File: src/design/pcb_pkg.sv
// Shared types and constants for the pixel colorize blend core.
`timescale 1ns / 1ps
package pcb_pkg;

    // Blend mode codes, as written to the blend_mode register
    typedef enum logic [2:0] {
        MODE_PASS = 3'd0,
        MODE_AVG  = 3'd1,
        MODE_ADD  = 3'd2,
        MODE_SUB  = 3'd3,
        MODE_SUB2 = 3'd4,
        MODE_MUL  = 3'd5,
        MODE_DIV  = 3'd6,
        MODE_DIV2 = 3'd7
    } t_mode;

    // Register indexes on the configuration port
    localparam logic [1:0] REG_MODE = 2'd0;
    localparam logic [1:0] REG_TOL  = 2'd1;
    localparam logic [1:0] REG_TINT = 2'd2;

    localparam int ADDR_W = 4;
    localparam int TOL_W  = 9;
    localparam int TINT_W = 24;
    localparam logic [7:0] BYTE_MAX = 8'hFF;

endpackage

File: src/design/pcb_cfg.sv
// Configuration registers and tolerance conditioning.
`timescale 1ns / 1ps
module pcb_cfg #(
    parameter int F = 8
) (
    input  logic                       i_clk,
    input  logic                       i_rst_n,
    input  logic                       psel,
    input  logic                       penable,
    input  logic                       pwrite,
    input  logic [pcb_pkg::ADDR_W-1:0] paddr,
    input  logic [31:0]                pwdata,
    output logic [31:0]                prdata,
    output logic                       pready,
    output pcb_pkg::t_mode             o_mode,
    output logic [F:0]                 o_t,
    output logic [pcb_pkg::TINT_W-1:0] o_tint
);
    import pcb_pkg::*;

    localparam int EW = (F + 1 > TOL_W) ? F + 1 : TOL_W;
    localparam logic [F:0] ONE = (F + 1)'(1) << F;

    t_mode               r_mode;
    logic [TOL_W-1:0]    r_tol;
    logic [TINT_W-1:0]   r_tint;
    logic [EW-1:0]       tol_ext;
    logic [F:0]          tol_m;
    logic                wr;

    assign pready = 1'b1;
    assign wr     = psel && penable && pwrite;

    // register writes
    always_ff @(posedge i_clk) begin
        if (!i_rst_n) begin
            r_mode <= MODE_PASS;
            r_tol  <= '0;
            r_tint <= '0;
        end else if (wr) begin
            unique case (paddr[3:2])
                REG_MODE: r_mode <= t_mode'(pwdata[2:0]);
                REG_TOL:  r_tol  <= pwdata[TOL_W-1:0];
                REG_TINT: r_tint <= pwdata[TINT_W-1:0];
                default:  ;
            endcase
        end
    end

    // read mux
    always_comb begin
        unique case (paddr[3:2])
            REG_MODE: prdata = {29'd0, r_mode};
            REG_TOL:  prdata = {23'd0, r_tol};
            REG_TINT: prdata = {8'd0, r_tint};
            default:  prdata = '0;
        endcase
    end

    // mask to F+1 bits, then clamp to 1.0
    assign tol_ext = EW'(r_tol);
    assign tol_m   = tol_ext[F:0];
    assign o_t     = (tol_m > ONE) ? ONE : tol_m;
    assign o_mode  = r_mode;
    assign o_tint  = r_tint;

endmodule

File: config.mk
export PLATFORM = sky130hd
export DESIGN_NAME = pcb_cfg
export DESIGN_NICKNAME = d
export VERILOG_FILES = /design/src/design/pcb_pkg.sv /design/src/design/pcb_cfg.sv
export SDC_FILE = /design/constraint.sdc
export NUM_CORES = 1
export LEC_CHECK = 0
export BUFFER_PORTS_ARGS = -buffer_cell sky130_fd_sc_hd__buf_4
export CAP_MARGIN = 40
export CORE_UTILIZATION = 25
export DETAILED_ROUTE_END_ITERATION = 10
export GPL_TIMING_DRIVEN = 0
export HOLD_SLACK_MARGIN = 0.1
export SETUP_SLACK_MARGIN = 0.4
export SYNTH_ARGS = -nofsm -noshare
export SYNTH_HDL_FRONTEND = slang
export SYNTH_SLANG_ARGS = --single-unit
File: constraint.sdc
create_clock -name i_clk -period 2.26 [get_ports i_clk]
set_clock_uncertainty 0.15 [all_clocks]
set_input_delay 0.339 -clock i_clk [delete_from_list [all_inputs] [get_ports i_clk]]
set_output_delay 0.339 -clock i_clk [all_outputs]
set_load 0.005 [all_outputs]
Word-level counts from Yosys, hierarchy flattened. Index checks and enable logic that the tools add are counted.

Flip-flop bits (word level): 36.

Reduce and logical (&&, ||, !) cells: 6. Equal/unequal tests: 2. Mux-type cells: 2. $lt $le $gt $ge: 1.

Operators by type and width (count): $pmux 24 s3 (1); $gt 9x9->1 const B (1); $mux 9 (1); $reduce_and 2->1 (3); $eq 2x1->1 const B (1); $eq 2x2->1 const B (1); $logic_and 1x1->1 (2); $logic_not 2->1 (1).

Longest topological paths before layout.
Depth after elaboration: 3. Depth in mapped cells: 5. Mapped depth without buffers: 3.

Least setup slack after synthesis. OpenSTA, ideal clock, no wires.

Path kind: input port to output port. Start: input paddr[3] in the netlist's numbering. End: output prdata[3]. Cell stages on the path: 4. Required time: 1.771 ns. Arrival: 0.987 ns. Path slack: 0.784 ns. Cell sequence: buf_6 > and2b_1 > buf_2 > a22o_1.

Word-level cells in the longest chain between the ends: 2. Elaborated cells on any way between the ends: 4. Those cells by class: eq/ne (2); mux (1); reduce/logical (1).

RTL lines: from (decl) (line pcb_cfg.sv:11) `input logic [pcb_pkg::ADDR_W-1:0] paddr,`; $eq 2x2->1 (tied with other cells) (line pcb_cfg.sv:52) `unique case (paddr[3:2])`; $pmux 24 s3 * (line pcb_cfg.sv:52); to (decl) (line pcb_cfg.sv:13) `output logic [31:0] prdata,`.

Every way passes the cells marked *; elsewhere a longest branch is shown, timed or not.

Worst setup path after layout.
Start: input paddr[2] in the netlist's numbering. End: output prdata[6].

Same word-level chain as after synthesis.

==> flow_summary.toml <==
[run_status]
status = "finished, final reports clean"

[route]
drc_errors = 0
drt_iter0_drc = 49
routed_wl_mm = 5.03
wl_per_cell_um = 12.4
viasPerCell = 4.12
via_count = 1665
dr.pass1.iters = 4
postRouteAntennaNets = 0

[floorplanning]
die_area_um2 = 7480
fp-row-count = 30
fp.dieH_um = 86.5
core_area_um2 = 6830
dieWidth_um = 86.5
start_util_pct = 26.1
boundaryPins = 110

[timing]
fin_crit_sh_pct = 79.4
setup_viol = 0
final.setup.tns_ns = 0
whs_ns = 0.147
finalHoldViolCount = 0
period_needed_ns = 1.79
slew_headroom_pct = 63.6
slew_viol_final = 0
max_freq_mhz = 557
rsz0062_at_grt = "false"
worstMarginPinSlew_ns = 0.547

[grt]
grtUsageMet2_pct = 22.6
grt_max_degree = 11
grt_pass1_wl_mm = 7.71
grt_usage_pct = 13.7
antenna_found_initial = 0
grt_remaining_overflow = 0
grt_util_met3_pct = 3.81
gr-usage-met1_pct = 17.3
busiest_layer = "met2"
grt_pass1_vias = 1524

[power_and_ir_drop]
p_leak_nw = 1.24
power.density_nw_per_um2 = 477
power_mw = 1.28
peakVddDrop_mv = 0.212

[synthesis]
yosys.area.top_type = "dfxtp_1"
syn_avg_cell_area_um2 = 8.71
ys_ff_latch = 36
syn_inst = 205
ys_types = 17
ys_seq_area_share_pct = 40.4
yosysTopAreaCellShare_pct = 40.4
syn_area_um2 = 1790
synth_area_leaders = "dfxtp_1, mux2i_1, nand2_1, and2_1, buf_4"
yosysWarnings = 0

[layout]
finalNetCount = 348
syn2layout_area_growth_pct = 50.4
final_common_cell = "buf_4"
drive_gt1_share_pct = 37.3
insertedDiodeCount = 0
final_cell_mix = "buf_4, nand2_1, mux2i_1, dfxtp_1, and2_1"

[clock_tree]
clk_pin_slew_ns = 0.08
cts.sinks = 36
postCtsSetupRepairBufs = 0
cts_tree = "yes"
postCtsHoldBufs = 0
ctsResizeCount = 1
cts-root-buf = "clkbuf_8"
htree_levels = 2
clock_path_buffers = 2
numCtsBuffers = 5
clock_latency_ns = 0.29

[placement]
port_buffers = 88
hpwl_mm = 3.72
gp_congestion = 0.709

[critical_path]
crit_type = "in -> out"
crit_arrival_ns = 1.31
critPathMaxFanout = 10
crit_path_start_kind = "primary input"
crit_required_ns = 1.77
end_kind = "output port"

[flow_run]
cap_violations = 0

[worst_hold_path]
hp-class = "in -> reg"
## cells in the mapped netlist (all sizes together)
library cell,n
and2,15
conb,2
buf,18
dfxtp,36
nand2,63
nor2b,9
a22o,6
mux2i,39
nor3b,2
o21ai,3
or3,1
and2b,1
clkbuf,9
nand3,1
## through the flow
| stage | setup slack, ns | cells | utilization (%) | cell area [um2] |
|---|---|---|---|---|
| 2_1_floorplan | 0.784 | 212 | - | 1810 |
| 3_3_place_gp | 0.342 | 396 | 37.9 | 2590 |
| 6_report | 0.465 | 404 | 39.3 | 2690 |
| 4_1_cts | 0.410 | 404 | 39.3 | 2680 |
| 5_1_grt | 0.407 | 404 | 39.3 | 2690 |
| 3_5_place_dp | 0.316 | 396 | 37.9 | 2590 |
## report_power, final
group	internal, mW	switching, mW	leakage (nW)
logic	0.0788	0.0703	0.908
registers	0.642	0.00591	0.291
clock network	0.249	0.235	0.0455
## final timing paths
path,end,cells after the start,slack (ns),start
min reg2reg,r_tol[1],2,0.32,r_tol[1]
max reg2reg,r_tol[8],3,1.29,r_tol[8]
min,o_tint[16],3,0.15,pwdata[16]
max,prdata[6],5,0.47,paddr[2]
## layer usage
metal  wire (um)  part of all wire, %  up-vias
met5           0                    0        -
met4          55                  1.1        0
met3         356                  7.1        5
met2        2280                   45       70
met1        2340                   46      743
li1            -                    -      847
## final cells by class
type	instances	area, um2
clock buffer	8	90.1
timing repair buffer	88	661
fill	727	4150
buffer	27	176
multi-input combinational	149	917
sequential	36	721
tap	96	120
## kinds of logic after synthesis
family | count (synthesis) | synth area share (%)
AOI/OAI and AO/OA | 9 | 3.78
muxes | 39 | 21.9
and+or+nand+nor | 92 | 23.8
DFF | 36 | 40.4
buffers and inverters | 27 | 9.74
other | 2 | 0.421
## flip-flops by register name (all words and copies together) (netlist names)
register,cells
o_mode,3
o_tint,24
r_tol,9
## worst max-delay path, cell delays in order
cell and delay [ns]:
buf_4 0.14, nor2b_1 0.22, buf_2 0.30, a22o_1 0.19, buf_4 0.11
No activity file was read; power rests on OpenSTA's default activity.
