$ cat src/design/pcb_pkg.sv
// Shared types and constants for the pixel colorize blend core.
`timescale 1ns / 1ps
package pcb_pkg;

    // Blend mode codes, as written to the blend_mode register
    typedef enum logic [2:0] {
        MODE_PASS = 3'd0,
        MODE_AVG  = 3'd1,
        MODE_ADD  = 3'd2,
        MODE_SUB  = 3'd3,
        MODE_SUB2 = 3'd4,
        MODE_MUL  = 3'd5,
        MODE_DIV  = 3'd6,
        MODE_DIV2 = 3'd7
    } t_mode;

    // Register indexes on the configuration port
    localparam logic [1:0] REG_MODE = 2'd0;
    localparam logic [1:0] REG_TOL  = 2'd1;
    localparam logic [1:0] REG_TINT = 2'd2;

    localparam int ADDR_W = 4;
    localparam int TOL_W  = 9;
    localparam int TINT_W = 24;
    localparam logic [7:0] BYTE_MAX = 8'hFF;

endpackage

$ cat src/design/pcb_lane.sv
// One channel's blend datapath: products, combine, and a bit-per-stage divider.
`timescale 1ns / 1ps
module pcb_lane #(
    parameter int F = 8
) (
    input  logic           i_clk,
    input  logic           i_en,
    input  pcb_pkg::t_mode i_mode,
    input  logic [F:0]     i_t,
    input  logic [7:0]     i_a,
    input  logic [7:0]     i_b,
    output logic [7:0]     o_q
);
    import pcb_pkg::*;

    localparam int MW = F + 2;
    localparam int PW = F + 10;
    localparam int DW = PW + 8;
    localparam int NS = 9;
    localparam int SH = 2 * F + 6;
    localparam logic [MW-1:0] TWO   = MW'(1) << (F + 1);
    localparam logic [MW-1:0] TENTH = MW'((2 ** (F + 1) + 5) / 10);

    // stage 1 signals
    logic [MW-1:0] taa, tbb, taar, m1, m2;
    logic [8:0]    sum;
    logic [7:0]    u;
    t_mode         r1_mode;
    logic [PW-1:0] r1_x, r1_y;
    logic [7:0]    r1_b;

    // stage 2 signals
    logic [PW:0]     sxy, sdf;
    logic [PW-1:0]   sav;
    logic [7:0]      n2_res;
    logic            n2_done;
    logic [7:0]      r2_res;
    logic            r2_mul, r2_done;
    logic [2*PW-1:0] r2_prod;
    logic [PW-1:0]   r2_num, r2_den;

    // divider stages
    logic [7:0]      r_q    [NS];
    logic [PW-1:0]   r_rem  [NS];
    logic [PW-1:0]   r_den  [NS];
    logic            r_done [NS];
    logic [2*PW-1:0] pq;
    logic [7:0]      q0;

    // tolerance terms and multiplier operands
    always_comb begin
        taa  = MW'(i_t);
        tbb  = TWO - taa;
        taar = (taa < TENTH) ? TENTH : taa;
        sum  = {1'b0, i_a} + {1'b0, i_b};
        u    = (i_mode == MODE_AVG) ? sum[8:1] : i_a;
        case (i_mode)
            MODE_AVG:  m1 = taa;
            MODE_MUL:  m1 = taar;
            MODE_DIV2: m1 = tbb;
            default:   m1 = taa;
        endcase
        m2 = (i_mode == MODE_DIV2) ? taar : tbb;
    end

    always_ff @(posedge i_clk) begin
        if (i_en) begin
            r1_mode <= i_mode;
            r1_x    <= PW'(m1) * PW'(u);
            r1_y    <= PW'(m2) * PW'(i_b);
            r1_b    <= i_b;
        end
    end

    // stage 2: pass, average, add and subtract modes finish here; multiply product and divide operands set up
    always_comb begin
        sxy     = {1'b0, r1_x} + {1'b0, r1_y};
        sdf     = '0;
        sav     = r1_x >> F;
        n2_res  = '0;
        n2_done = 1'b1;
        case (r1_mode)
            MODE_PASS: n2_res = r1_b;
            MODE_AVG:  n2_res = (sav > PW'(BYTE_MAX)) ? BYTE_MAX : sav[7:0];
            MODE_ADD: begin
                sdf    = sxy >> (F + 1);
                n2_res = (sdf > (PW + 1)'(BYTE_MAX)) ? BYTE_MAX : sdf[7:0];
            end
            MODE_SUB: begin
                sdf = ({1'b0, r1_x} - {1'b0, r1_y}) >> (F + 1);
                if (r1_x > r1_y)
                    n2_res = (sdf > (PW + 1)'(BYTE_MAX)) ? BYTE_MAX : sdf[7:0];
            end
            MODE_SUB2: begin
                sdf = ({1'b0, r1_y} - {1'b0, r1_x}) >> (F + 1);
                if (r1_y > r1_x)
                    n2_res = (sdf > (PW + 1)'(BYTE_MAX)) ? BYTE_MAX : sdf[7:0];
            end
            MODE_MUL: n2_res = '0;
            MODE_DIV, MODE_DIV2: n2_done = (r1_b == 8'd0) || (r1_y == '0);
            default: n2_res = '0;
        endcase
    end

    always_ff @(posedge i_clk) begin
        if (i_en) begin
            r2_res  <= n2_res;
            r2_done <= n2_done;
            r2_mul  <= (r1_mode == MODE_MUL);
            r2_prod <= (2 * PW)'(r1_x) * (2 * PW)'(r1_y);
            r2_num  <= r1_x;
            r2_den  <= r1_y;
        end
    end

    // multiply mode result enters the divider chain as a finished value
    assign pq = r2_prod >> SH;
    assign q0 = r2_mul ? ((pq > (2 * PW)'(BYTE_MAX)) ? BYTE_MAX : pq[7:0]) : r2_res;

    // divider stage 0: overflow check against den * 256
    always_ff @(posedge i_clk) begin
        if (i_en) begin
            r_den[0] <= r2_den;
            r_rem[0] <= r2_num;
            if (r2_done) begin
                r_q[0]    <= q0;
                r_done[0] <= 1'b1;
            end else if (DW'(r2_num) >= (DW'(r2_den) << 8)) begin
                r_q[0]    <= BYTE_MAX;
                r_done[0] <= 1'b1;
            end else begin
                r_q[0]    <= '0;
                r_done[0] <= 1'b0;
            end
        end
    end

    // restoring steps, one quotient bit per stage, MSB first
    for (genvar j = 1; j < NS; j++) begin : g_step
        localparam int K = NS - 1 - j;
        logic [DW-1:0] dsh;
        logic          ge;
        assign dsh = DW'(r_den[j-1]) << K;
        assign ge  = DW'(r_rem[j-1]) >= dsh;

        always_ff @(posedge i_clk) begin
            if (i_en) begin
                r_den[j]  <= r_den[j-1];
                r_done[j] <= r_done[j-1];
                if (!r_done[j-1] && ge) begin
                    r_rem[j]  <= r_rem[j-1] - dsh[PW-1:0];
                    r_q[j]    <= r_q[j-1] | (8'd1 << K);
                end else begin
                    r_rem[j]  <= r_rem[j-1];
                    r_q[j]    <= r_q[j-1];
                end
            end
        end
    end

    assign o_q = r_q[NS-1];

endmodule
$ cat config.mk
export PLATFORM = sky130hd
export DESIGN_NAME = pcb_lane
export DESIGN_NICKNAME = d
export VERILOG_FILES = /design/src/design/pcb_pkg.sv /design/src/design/pcb_lane.sv
export SDC_FILE = /design/constraint.sdc
export NUM_CORES = 2
export LEC_CHECK = 0
export ABC_AREA = 1
export BUFFER_PORTS_ARGS = -buffer_cell sky130_fd_sc_hd__clkbuf_2
export CORE_ASPECT_RATIO = 0.8
export CORE_MARGIN = 2
export CORE_UTILIZATION = 55
export DETAILED_ROUTE_END_ITERATION = 10
export GPL_TIMING_DRIVEN = 1
export PLACE_DENSITY = 0.71
export SLEW_MARGIN = 20
export SYNTH_ARGS = -nofsm -noshare
export SYNTH_HDL_FRONTEND = slang
export SYNTH_SLANG_ARGS = --single-unit
$ cat constraint.sdc
create_clock -name i_clk -period 6.7 [get_ports i_clk]
set_clock_uncertainty 0.15 [all_clocks]
set_input_delay 0.67 -clock i_clk [delete_from_list [all_inputs] [get_ports i_clk]]
set_output_delay 0.67 -clock i_clk [all_outputs]
set_load 0.01 [all_outputs]
Word-level counts from Yosys, hierarchy flattened
Memories as Yosys holds them, arrays and structs flattened.
Index checks and enable logic that the tools add are counted.
- reduce and logical (&&, ||, !) cells: 21
- divide/modulo/power cells: 0
- multipliers: 3
- $lt $le $gt $ge: 17
- multiplexer cells: 94
- bitwise logic cells: 20
- add/subtract/negate cells: 13
- equality and inequality tests: 10
- shift operators: 0
- operators with widths (kind ; number):
    two-way mux 8 bit ; 19
    two-way mux 18 bit ; 8
    subtractor 18 bit ; 8
    two-way mux 1 bit ; 63
    greater-than comparator 10 x 8 -> 1 bit, second input constant ; 4
    one-hot mux 8 bit (5 select lines) ; 1
    subtractor 18 x 18 -> 19 bit ; 2
    greater-than comparator 18 bit ; 2
    multiplier 10 x 8 -> 18 bit ; 2
    multiplier 18 x 18 -> 36 bit ; 1
    greater-or-equal comparator 18 x 26 -> 1 bit ; 1
    greater-or-equal comparator 18 x 25 -> 1 bit ; 1
    greater-or-equal comparator 18 x 24 -> 1 bit ; 1
    greater-or-equal comparator 18 x 23 -> 1 bit ; 1
    greater-or-equal comparator 18 x 22 -> 1 bit ; 1
    greater-or-equal comparator 18 x 21 -> 1 bit ; 1
    greater-or-equal comparator 18 x 20 -> 1 bit ; 1
    OR 1 bit ; 20
    one-hot mux 10 bit (2 select lines) ; 1
    adder 18 x 18 -> 19 bit ; 1
    greater-or-equal comparator 18 x 19 -> 1 bit ; 1
    == test 3 bit, second input constant ; 6
    greater-or-equal comparator 18 bit ; 1
    logical NOT 18 bit ; 1
    14 further kinds ; 30
- logic and storage cells: 192
- register bits: 129
- bits of input ports: 30
- memory bits (read-only): 0
- RAM bits: 405
- memories: 4
- output and inout port bits: 8
- bits in latches: 0
- memories (name ; words ; bits a word ; rd ports ; clocked after Yosys merged registers in ; write ports ; RTL line ; RTL):
    r_den ; 9 ; 18 ; 8 ; 0 ; 9 ; pcb_lane.sv:45 ; logic [PW-1:0] r_den [NS];
    r_rem ; 9 ; 18 ; 8 ; 0 ; 9 ; pcb_lane.sv:44 ; logic [PW-1:0] r_rem [NS];
    r_q ; 9 ; 8 ; 9 ; 0 ; 9 ; pcb_lane.sv:43 ; logic [7:0] r_q [NS];
    r_done ; 9 ; 1 ; 8 ; 0 ; 9 ; pcb_lane.sv:46 ; logic r_done [NS];

Logic depth before layout (Yosys ltp)
- depth in word-level cells: 7
- mapped depth: 31
- gate-level depth less buffers: 31

Worst setup path before layout
Ideal clock, no wire load.
- path kind: input -> register
- start: input port i_b[1]
- end: register r1_x[15] (data pin)
- arrival time: 5.707 ns
- data required time: 6.285 ns
- setup slack: 0.578 ns
- setup time: 0.265 ns
- path buffers: 0
- stages: 25
- cell sequence: inv_1 > fa_1 > o21ai_0 > a21oi_1 > o21bai_1 > nand2_1 > o211ai_1 > nand2_2 > inv_1 > nand2_1 > fa_1 > fa_1 > inv_1 > fa_1 > inv_1 > fa_1 > inv_1 > ha_1 > nand2_1 > inv_1 > a21oi_1 > o21ai_0 > a21boi_0 > o21ai_0 > xor2_1
- cells in the longest elaborated chain, start to end: 3
- ends and longest elaborated chain (element ; RTL line ; RTL):
    from (decl) ; pcb_lane.sv:11 ; input logic [7:0] i_b,
    adder 8 x 8 -> 9 bit ; pcb_lane.sv:55 ; sum = {1'b0, i_a} + {1'b0, i_b};
    two-way mux 8 bit ; pcb_lane.sv:56 ; u = (i_mode == MODE_AVG) ? sum[8:1] : i_a;
    multiplier 10 x 8 -> 18 bit ; pcb_lane.sv:69 ; r1_x <= PW'(m1) * PW'(u);
    to (signal assigned) ; pcb_lane.sv:69 ;
    to (decl) ; pcb_lane.sv:29 ; logic [PW-1:0] r1_x, r1_y;
No other way between the ends.
A chain may end at the register's enable or synchronous reset.

Final worst setup path
- start: register r1_x[6]
- end: register r2_prod[26] (data pin)
- cells in the longest elaborated chain, start to end: 1
- ends and longest elaborated chain (element ; RTL line ; RTL):
    multiplier 18 x 18 -> 36 bit ; pcb_lane.sv:110 ; r2_prod <= (2 * PW)'(r1_x) * (2 * PW)'(r1_y);
    to (signal assigned) ; pcb_lane.sv:110 ;
    to (decl) ; pcb_lane.sv:39 ; logic [2*PW-1:0] r2_prod;
No other way between the ends.

==> out/metrics.csv <==
stage,metric,value,unit
outcome,outcome,finished clean,
place,gpl congestion,0.989,
floorplanning,row count,90,
sta,Peak Freq,157,MHz
clock_tree,Post-CTS Hold Buffers,0,
sta,setup violators final,0,
logic_synthesis,syn_area_per_cell,8.82,µm²
logic_synthesis,Yosys cell types,61,
cells_and_area,"most common cell after layout, fill and taps aside",nand2_1,
global_route,pin count of the biggest net entering global routing,83,
critical_path,crit start category,flop,
floorplanning,die area,78100,µm²
floorplanning,CORE AREA,75200,µm²
clock_tree,clock-pin slew of the registers on the worst-case setup and hold paths,0.06,ns
cells_and_area,ant diodes,0,
critical_path,WP data required,6.89,ns
cells_and_area,non-filler instance count after layout,5854,
logic_synthesis,Yosys reg bits,475,
critical_path,CP arrival,6.57,ns
drt,average wire per cell in the routed design,17.9,µm
clock_tree,clock buffer depth,3,
cells_and_area,layout cells sized above 1,6.05,%
critical_path,CP cell instances,"nand2_1, fa_1, inv_1, fa_1, inv_1, fa_1, inv_1, fa_1, inv_1, fa_1, fa_1, inv_1, ha_1, nand2_1, o21ai_0, inv_1, o21ai_0, a21oi_1, o21ai_0, xor2_1",
clock_tree,CTS root buf,clkbuf_16,
sta,slew margin rel.,32.0,%
clock_tree,Worst-Skew Late Latency,0.62,ns
sta,Least-Margin Pin Slew,1.02,ns
critical_path,"Slowest-stage cell, CP",edfxtp_1,
worst_hold_path,Hold WC Path Type,in -> reg,
logic_synthesis,Synth async-reset ratio,0,%
logic_synthesis,"EDFF count, synth",475,
drt,drt initial violations,3035,
critical_path,"slowest stage delay, CP",0.86,ns
place,port bufs,37,
clock_tree,H-tree levels,2,
logic_synthesis,Synth Flop Type,edfxtp_1,
place,Placement Cell Area,43300,µm²
sta,period utilization,95.2,%
global_route,gr usage total,27.5,%
global_route,vias in the first global route,31200,
clock_tree,Clock Sinks,475,
job,maxcap violations,0,
clock_tree,cts bufs inserted,50,
clock_tree,Post-CTS Resized,0,
cells_and_area,final core utilization,60.1,%
sta,pins over their slew limit,0,
critical_path,crit-path max FO,14,
drt,drt drc,0,
floorplanning,chip height,250,µm
sta,Hold Fails Final Rpt,0,
clock_tree,CTS tree,done,
floorplanning,Die Span X,312,µm
drt,via count,31600,
logic_synthesis,Mapped Nets,5493,
place,placed cells,5750,
cells_and_area,most frequent cells in the layout,"nand2_1, inv_1, edfxtp_1",
global_route,GRT overflow,0,
floorplanning,initial core utilization,55.5,%
floorplanning,I/O pin total,38,
sta,unrepaired setup endpoints after global routing,no,
logic_synthesis,Ys Warns,0,
critical_path,Critical Path End Type,flop,
drt,antenna-violating nets left,0,
sta,post-route minimum period,6.38,ns
drt,DR pass1 iterations,6,
critical_path,WS Path Type,reg -> reg,
drt,Via-to-Cell Ratio,5.40,
sta,setup_tns,0,ns
global_route,initial antenna violation count,1,
global_route,first-pass GRT wire length,170,mm
drt,Routed WL,105,mm
cells_and_area,final net count,5562,
logic_synthesis,Syn Inst Count,4734,
place,hpwl dp,84.0,mm
cells_and_area,Layout area overhead,8.35,%
cells_and_area,"Design Area, Final",45200,µm²
logic_synthesis,sequential share of the synthesized area,34.2,%
logic_synthesis,Post-Synthesis Cell Area,41700,µm²
[logic make-up (layout without fill, tap and decap cells)]
kind of cell | Yosys count | after routing | share of synthesized area [%]
AOI/OAI and AO/OA | 489 | 489 | 6.64
xor gates and xnor gates | 135 | 135 | 2.83
buffers and inverters | 1132 | 1240 | 10.5
and+or+nand+nor | 1774 | 1774 | 17.6
adders and majority gates | 729 | 729 | 28.3
DFF | 475 | 475 | 34.2
[routing by layer]
layer,up-vias,track usage [%],wire length [µm]
met5,-,0,0
li1,15100,-,-
met1,15200,40.0,47000
met3,157,4.45,8410
met2,1168,43.1,46900
met4,0,6.99,2600
[sequential cells by signal, indices dropped and copies added (netlist names), 8 cells and up]
name     flops
r_rem      144
r2_res       8
r1_y        18
r1_b         8
r_den      144
r2_den      18
r1_x        18
r_done       8
r_q         72
r2_num      18
r2_prod     14
[final cells by class]
cell class / count / area, µm²
flip-flops and latches: 475 / 14300
clock inverters: 40 / 537
multi-input cells: 3127 / 23100
clock buffers: 51 / 1250
repair buffers: 134 / 986
inverters: 1015 / 3810
well taps: 1012 / 1270
fillers: 6561 / 30000
[critical path, delay by kind of cell (launching register included)]
kind	cells	cell delay, ns
xor+xnor	1	0.13
flops	1	0.86
buf+inv	6	0.40
compound gates	4	0.83
fa+ha+maj	7	3.51
simple gates	2	0.23
[Yosys cell counts, types with 3 or more instances]
cell	n	area share, %
fa_1	358	17
nand4_1	51	0.76
ha_1	371	11
buf_4	8	0.14
a21oi_2	6	0.13
o2111ai_1	4	0.084
and2_1	3	0.045
nand2_2	13	0.19
o211ai_1	7	0.13
nor2_1	297	2.7
o21ai_2	15	0.31
nor3_1	52	0.62
buf_1	26	0.23
inv_2	6	0.054
o21a_1	4	0.072
inv_1	1007	9.1
xnor2_1	42	0.88
nor4_1	22	0.33
or2_2	13	0.19
a21boi_0	9	0.16
nor2_4	3	0.081
a21o_1	17	0.31
a21oi_1	206	2.5
a211oi_1	4	0.072
nand3b_1	9	0.16
nand3_1	142	1.7
buf_6	7	0.19
nand3_2	4	0.096
a31oi_1	18	0.27
o31ai_1	3	0.054
nor3_2	4	0.096
nand2_1	1144	10
o21bai_1	16	0.29
xor2_1	93	2.0
o21ai_0	139	1.7
and3_1	5	0.075
clkbuf_1	59	0.53
o21ai_1	30	0.36
buf_2	14	0.17
edfxtp_1	475	34
[repair_timing]
item                                    in CTS  in global routing
endpoints found under the setup margin       0                  3
hold endpoints to repair                     0                  0
setup buffers                                0                 13
[through the flow]
stage / setup slack [ns] / hold slack [ns]
after floorplan: 0.578 / 0.250
after global placement: 0.204 / 0.251
after detailed placement: 0.182 / 0.255
after CTS: 0.314 / 0.129
after global routing: 0.00609 / 0.146
final: 0.321 / 0.159
[worst paths after layout]
| kind | from | end | slack (ns) | depth (start not counted) |
|---|---|---|---|---|
| setup reg to reg | r1_x[6]$_DFFE_PP_ | r2_prod[26]$_DFFE_PP_ | 0.32 | 20 |
| hold / removal | i_mode[0] | r1_mode[0]$_DFFE_PP_ | 0.16 | 1 |
| hold reg to reg | r_q[2][1]$_DFFE_PP_ | r_q[3][1]$_DFFE_PP_ | 0.27 | 0 |
| setup / recovery | r1_x[6]$_DFFE_PP_ | r2_prod[26]$_DFFE_PP_ | 0.32 | 20 |
Power is not shown: default switching activity piles up to over one toggle a cycle in this logic, so the estimate is an artifact.
